`config.mk`:
```
export PLATFORM = sky130hd
export DESIGN_NAME = ldsp_relax_unit
export DESIGN_NICKNAME = d
export VERILOG_FILES = /design/src/rtl/layered_dag_shortest_path_top_macros.svh /design/src/rtl/ldsp_pkg.sv /design/src/rtl/ldsp_relax_unit.sv
export SDC_FILE = /design/constraint.sdc
export NUM_CORES = 1
export LEC_CHECK = 0
export BUFFER_PORTS_ARGS = -buffer_cell sky130_fd_sc_hd__buf_2
export CORE_MARGIN = 3
export CORE_UTILIZATION = 32
export DETAILED_ROUTE_END_ITERATION = 6
export PLACE_DENSITY = 0.68
export SLEW_MARGIN = 25
export SYNTH_ARGS = -nofsm -noshare
export SYNTH_HDL_FRONTEND = slang
export SYNTH_SLANG_ARGS = --single-unit
```
`constraint.sdc`:
```
create_clock -name vclk -period 11.2
set_clock_uncertainty 0.15 [all_clocks]
set_input_delay 0 -clock vclk [all_inputs]
set_output_delay 0 -clock vclk [all_outputs]
set_load 0.02 [all_outputs]
```
`src/rtl/layered_dag_shortest_path_top_macros.svh`:
```
// Assertion macros shared by the layered DAG shortest path RTL.
`ifndef LAYERED_DAG_SHORTEST_PATH_TOP_MACROS_SVH
`define LAYERED_DAG_SHORTEST_PATH_TOP_MACROS_SVH

// Same-cycle implication, clocked on clk_i, off during reset.
`define LDSP_ASSERT_IMP(label, ante, cons, msg) \
  label: assert property (@(posedge clk_i) disable iff (!rst_ni) (ante) |-> (cons)) \
    else $error(msg);

// Next-cycle implication, clocked on clk_i, off during reset.
`define LDSP_ASSERT_NEXT(label, ante, cons, msg) \
  label: assert property (@(posedge clk_i) disable iff (!rst_ni) (ante) |=> (cons)) \
    else $error(msg);

`endif

```
`src/rtl/ldsp_pkg.sv`:
```
// Types and constants of the layered DAG shortest path block.
`timescale 1ns / 1ps
package ldsp_pkg;

  localparam int unsigned NODE_W   = 10;
  localparam int unsigned WEIGHT_W = 24;
  localparam int unsigned COST_W   = 32;
  localparam int unsigned LAYER_W  = 6;
  localparam int unsigned CNT_W    = 11;
  localparam int unsigned STAT_W   = 2;
  localparam int unsigned CFG_IDX_W = 2;

  localparam logic [COST_W-1:0] COST_UNREACHED = '1;

  localparam logic KIND_RELAX = 1'b0;
  localparam logic KIND_SOLVE = 1'b1;

  localparam logic [STAT_W-1:0] STATUS_OK       = 2'd0;
  localparam logic [STAT_W-1:0] STATUS_UNREACH  = 2'd1;
  localparam logic [STAT_W-1:0] STATUS_NO_GRAPH = 2'd2;

  localparam logic [CFG_IDX_W-1:0] CFG_NODE_COUNT  = 2'd0;
  localparam logic [CFG_IDX_W-1:0] CFG_LAST_LAYER  = 2'd1;
  localparam logic [CFG_IDX_W-1:0] CFG_LAYER_COUNT = 2'd2;

  typedef struct packed {
    logic                kind;
    logic [NODE_W-1:0]   src_node;
    logic [NODE_W-1:0]   dst_node;
    logic [WEIGHT_W-1:0] weight;
  } ldsp_in_t;

  typedef struct packed {
    logic [LAYER_W-1:0] layer;
    logic [NODE_W-1:0]  node;
    logic [COST_W-1:0]  goal_cost;
    logic [STAT_W-1:0]  status;
    logic               last;
  } ldsp_out_t;

  typedef struct packed {
    logic              valid;
    logic [NODE_W-1:0] parent;
    logic [COST_W-1:0] cost;
  } ldsp_entry_t;

  typedef struct packed {
    logic              improve;
    logic [COST_W-1:0] cost;
  } ldsp_relax_t;

  typedef enum logic [2:0] {
    ST_CLEAR,
    ST_IDLE,
    ST_RELAX,
    ST_SOLVE,
    ST_SCAN,
    ST_GOAL,
    ST_STEP
  } ldsp_state_e;

endpackage

```
`src/rtl/ldsp_relax_unit.sv`:
```
// Edge relaxation: saturating cost sum and strict improvement test.
`timescale 1ns / 1ps
module ldsp_relax_unit #(
  parameter int unsigned WEIGHT_BITS = 24
) (
  input  logic [ldsp_pkg::COST_W-1:0]   cost_src_i,
  input  logic [ldsp_pkg::COST_W-1:0]   cost_dst_i,
  input  logic [ldsp_pkg::WEIGHT_W-1:0] weight_i,
  input  logic                          ignore_i,
  output ldsp_pkg::ldsp_relax_t         relax_o
);
  import ldsp_pkg::*;

  localparam logic [WEIGHT_W-1:0] WMASK = (WEIGHT_BITS >= WEIGHT_W) ? {WEIGHT_W{1'b1}} :
                                          WEIGHT_W'((64'd1 << WEIGHT_BITS) - 64'd1);

  logic [WEIGHT_W-1:0] weight_m;
  logic [COST_W:0]     sum;
  logic [COST_W-1:0]   sat;

  always_comb begin
    weight_m = weight_i & WMASK;
    sum      = {1'b0, cost_src_i} + (COST_W+1)'(weight_m);
    sat      = sum[COST_W] ? COST_UNREACHED : sum[COST_W-1:0];
    relax_o.cost    = sat;
    relax_o.improve = !ignore_i && (sat != COST_UNREACHED) && (sat < cost_dst_i);
  end

endmodule

```
; ---- After elaboration in Yosys (flattened, before gate mapping)
; Index checks and enable logic that the tools add are counted.
[op_classes]
multipliers = 0
bitwise = 0
n_div = 0
mux = 1
n_reduce_logical = 3
addsub = 1
eq_ne = 1
magnitude_cmp = 1
n_shift = 0
[op_table]
columns = op, count
row1 = adder 32 x 24 -> 33 bit, 1
row2 = less-than comparator 32 bit, 1
row3 = 2-to-1 mux 32 bit, 1
row4 = != test 32 bit (second input constant), 1
row5 = logical AND 1 bit, 2
row6 = logical NOT 1 bit, 1
[totals]
n_memories = 0
romBits = 0
output_inout_bits = 33
mem_bits_rw = 0
inputBits = 89
regBits = 0
latch_bits = 0

; ---- Depth between registers and ports, before layout
[depth]
depth_word = 5
depth_mapped = 20
depth_no_buf = 19

; ---- Least setup slack after synthesis
; No wires, ideal clock.
[synth_timing]
kind = input-to-output
startpoint = input cost_src_i[0] in the netlist's numbering
endpoint = output relax_o[32] in the netlist's numbering
required_time_ns = 11.050
path_buffers = 2
path_slack_ns = 7.237
path_stages = 20
t_arrival_ns = 3.813
path_cell_list = ha_1 fa_1 a211oi_1 o31a_1 buf_6 a2111oi_4 a21oi_2 a21o_1 clkbuf_1 nand2_1 ha_1 a21o_1 a21o_1 a21o_1 a21o_1 a21oi_1 o211ai_1 o211ai_1 nand3_1 a31oi_1
[synth_lines]
columns = element, line
row1 = from (decl), ldsp_relax_unit.sv:6  ; input logic [ldsp_pkg::COST_W-1:0] cost_src_i,
row2 = to (decl), ldsp_relax_unit.sv:10  ; output ldsp_pkg::ldsp_relax_t relax_o

==> results_dict.tcl <==
set metrics [dict create \
    cts_hold_buf 0 \
    routed_wl_um 8640 \
    peakVddDrop_uv 24.9 \
    die_w_um 96.9 \
    grt_max_degree 26 \
    grt_overflow_total 0 \
    synth_area_um2 2650 \
    syn_nets 533 \
    start_util_pct 33.6 \
    critPathKind "in2out" \
    place_congestion 0.934 \
    regArea_um2 0 \
    critPathMaxFanout 25 \
    rows 32 \
    antennaDiodeCount 0 \
    setup_viol 0 \
    syn_to_final_growth_pct 25.8 \
    nFillCells 851 \
    slew-limit-headroom_pct 51.4 \
    vias 3224 \
    wl_per_cell_um 14.4 \
    core_um2 7890 \
    grt_pass1_wl_um 14500 \
    finalHoldViolations 0 \
    min_path_type "in2out" \
    yosys_warnings 0 \
    nNetsFinal 646 \
    drtIter0Drc 183 \
    dpl.hpwl_um 7740 \
    multiInputGateArea_um2 2420 \
    drc_errors 0 \
    hold_slack_ns 0.256 \
    drv_cap 0 \
    cts_resized 0 \
    layout-drive-gt1-share_pct 26.7 \
    fin_cells 601 \
    antenna_found_initial 0 \
    via_per_inst 5.36 \
    worst_pin_slew_ns 0.730 \
    power_density_nw_per_um2 73.9 \
    syn_area_per_cell_um2 6.82 \
    finalCritPeriodShare_pct 40.6 \
    clkbuf_count 0 \
    post_cts_buffers 0 \
    grt_pass1_vias 3151 \
    ios 122 \
    yosysSeqAreaShare_pct 0 \
    setup_tns_ns 0 \
    worstSetupEndpointType "output pin" \
    fmax_ghz 0.220 \
    status "complete, no violations" \
    ant_nets 0 \
    start_kind "input pin" \
    io_buffers 122 \
    worstPathArrival_ns 4.40 \
    slew_violations 0 \
    die_h_um 96.9 \
    finalCriticalPeriod_ns 4.55 \
    die_area_um2 9400 \
    rsz0062_at_grt "no" \
    dp_cells 601 \
    crit_required_ns 11.05 \
    yosys.cell_types.count 53 \
    drtPass1Iterations 5 \
    netlist_instances 388 \
    leakage_uw 0.00185 \
    seq_cell_count 0 \
    grt_usage_pct 17.4 \
]
through the flow:
step	total power, uW	util [%]	area (um^2)	worst slack [ns]
after floorplan	168	-	2650	7.24
after global placement	240	42.2	3330	6.86
after detailed placement	244	42.2	3330	6.66
after CTS	245	42.2	3330	6.65
after global routing	274	42.2	3330	6.25
final	246	42.2	3330	6.65
per-layer routing:
metal	wire (um)	GRT usage, %
met1	3880	23.9
met2	4040	29.6
met3	582	1.73
met4	143	3.24
met5	0	0
placed cells by master, fill, tap and decap left out, types with 8 or more instances in the layout:
cell	n
a21oi_1	33
o21ai_0	16
xnor2_1	16
xor2_1	8
nand4_1	15
ha_1	55
nand3_1	9
buf_2	122
nor2_1	21
a21o_1	19
inv_1	44
nand2_1	45
logic make-up after synthesis:
group,Yosys count,share of synthesized area (%)
AND/OR/NAND/NOR,130,24.6
buffers and inverters,55,8.37
XOR/XNOR,24,7.94
adder cells (fa/ha/maj),56,26.8
AO/OA/AOI/OAI,118,30.2
multiplexers,5,2.08
area by class of cell:
type               count  share of cell area, %
repair buffers       122                   18.3
well taps            102                   3.83
multi-input cells    333                   72.9
inverters             44                   4.96
power breakdown:
part           switching [uW]  internal [uW]
registers                   0              0
clock network               0              0
logic                     149           97.0
total                     149           97.0
worst max-delay path: stages:
cell and delay [ns]:
buf_2 0.10, ha_1 0.22, fa_1 0.40, a211oi_1 0.28, o31a_1 0.42, a2111oi_4 0.15
a21oi_2 0.28, a21o_1 0.64, nand2_1 0.21, ha_1 0.36, a21o_1 0.17, a21o_1 0.17
a21o_1 0.16, a21oi_1 0.15, o211ai_1 0.10, o211ai_1 0.11, nand3_1 0.09, a31oi_1 0.19
buf_2 0.20
Yosys cell counts, types with 2 or more instances:
| cell | number | share of area [%] |
|---|---|---|
| o21ai_0 | 16 | 3.0 |
| nand2b_1 | 6 | 1.4 |
| clkbuf_1 | 9 | 1.3 |
| a31oi_1 | 6 | 1.4 |
| nor2_1 | 21 | 3.0 |
| nand3_1 | 9 | 1.7 |
| buf_6 | 2 | 0.85 |
| nand4_1 | 15 | 3.5 |
| xnor2_1 | 16 | 5.3 |
| nand4b_1 | 2 | 0.66 |
| a22o_1 | 3 | 0.99 |
| o31ai_1 | 6 | 1.7 |
| nor3_1 | 5 | 0.95 |
| or2_2 | 4 | 0.95 |
| a221oi_1 | 2 | 0.66 |
| nor4_1 | 2 | 0.47 |
| o21a_1 | 5 | 1.4 |
| a21o_1 | 19 | 5.4 |
| o211ai_1 | 5 | 1.4 |
| ha_1 | 55 | 26 |
| mux2i_1 | 3 | 1.1 |
| a211oi_1 | 7 | 2.0 |
| nand2_1 | 45 | 6.4 |
| and4_1 | 3 | 0.99 |
| and2_1 | 5 | 1.2 |
| a21oi_1 | 33 | 6.2 |
| nor2b_1 | 2 | 0.47 |
| inv_1 | 44 | 6.2 |
| xor2_1 | 8 | 2.6 |
| and3_1 | 7 | 1.7 |
path summary, 6_finish.rpt:
kind           from     endpoint  slack, ns  cells past startpoint
min        ignore_i  relax_o[32]       0.26                      5
max   cost_src_i[0]  relax_o[32]       6.65                     19
Note: power is estimated with default switching activity, not from simulation.
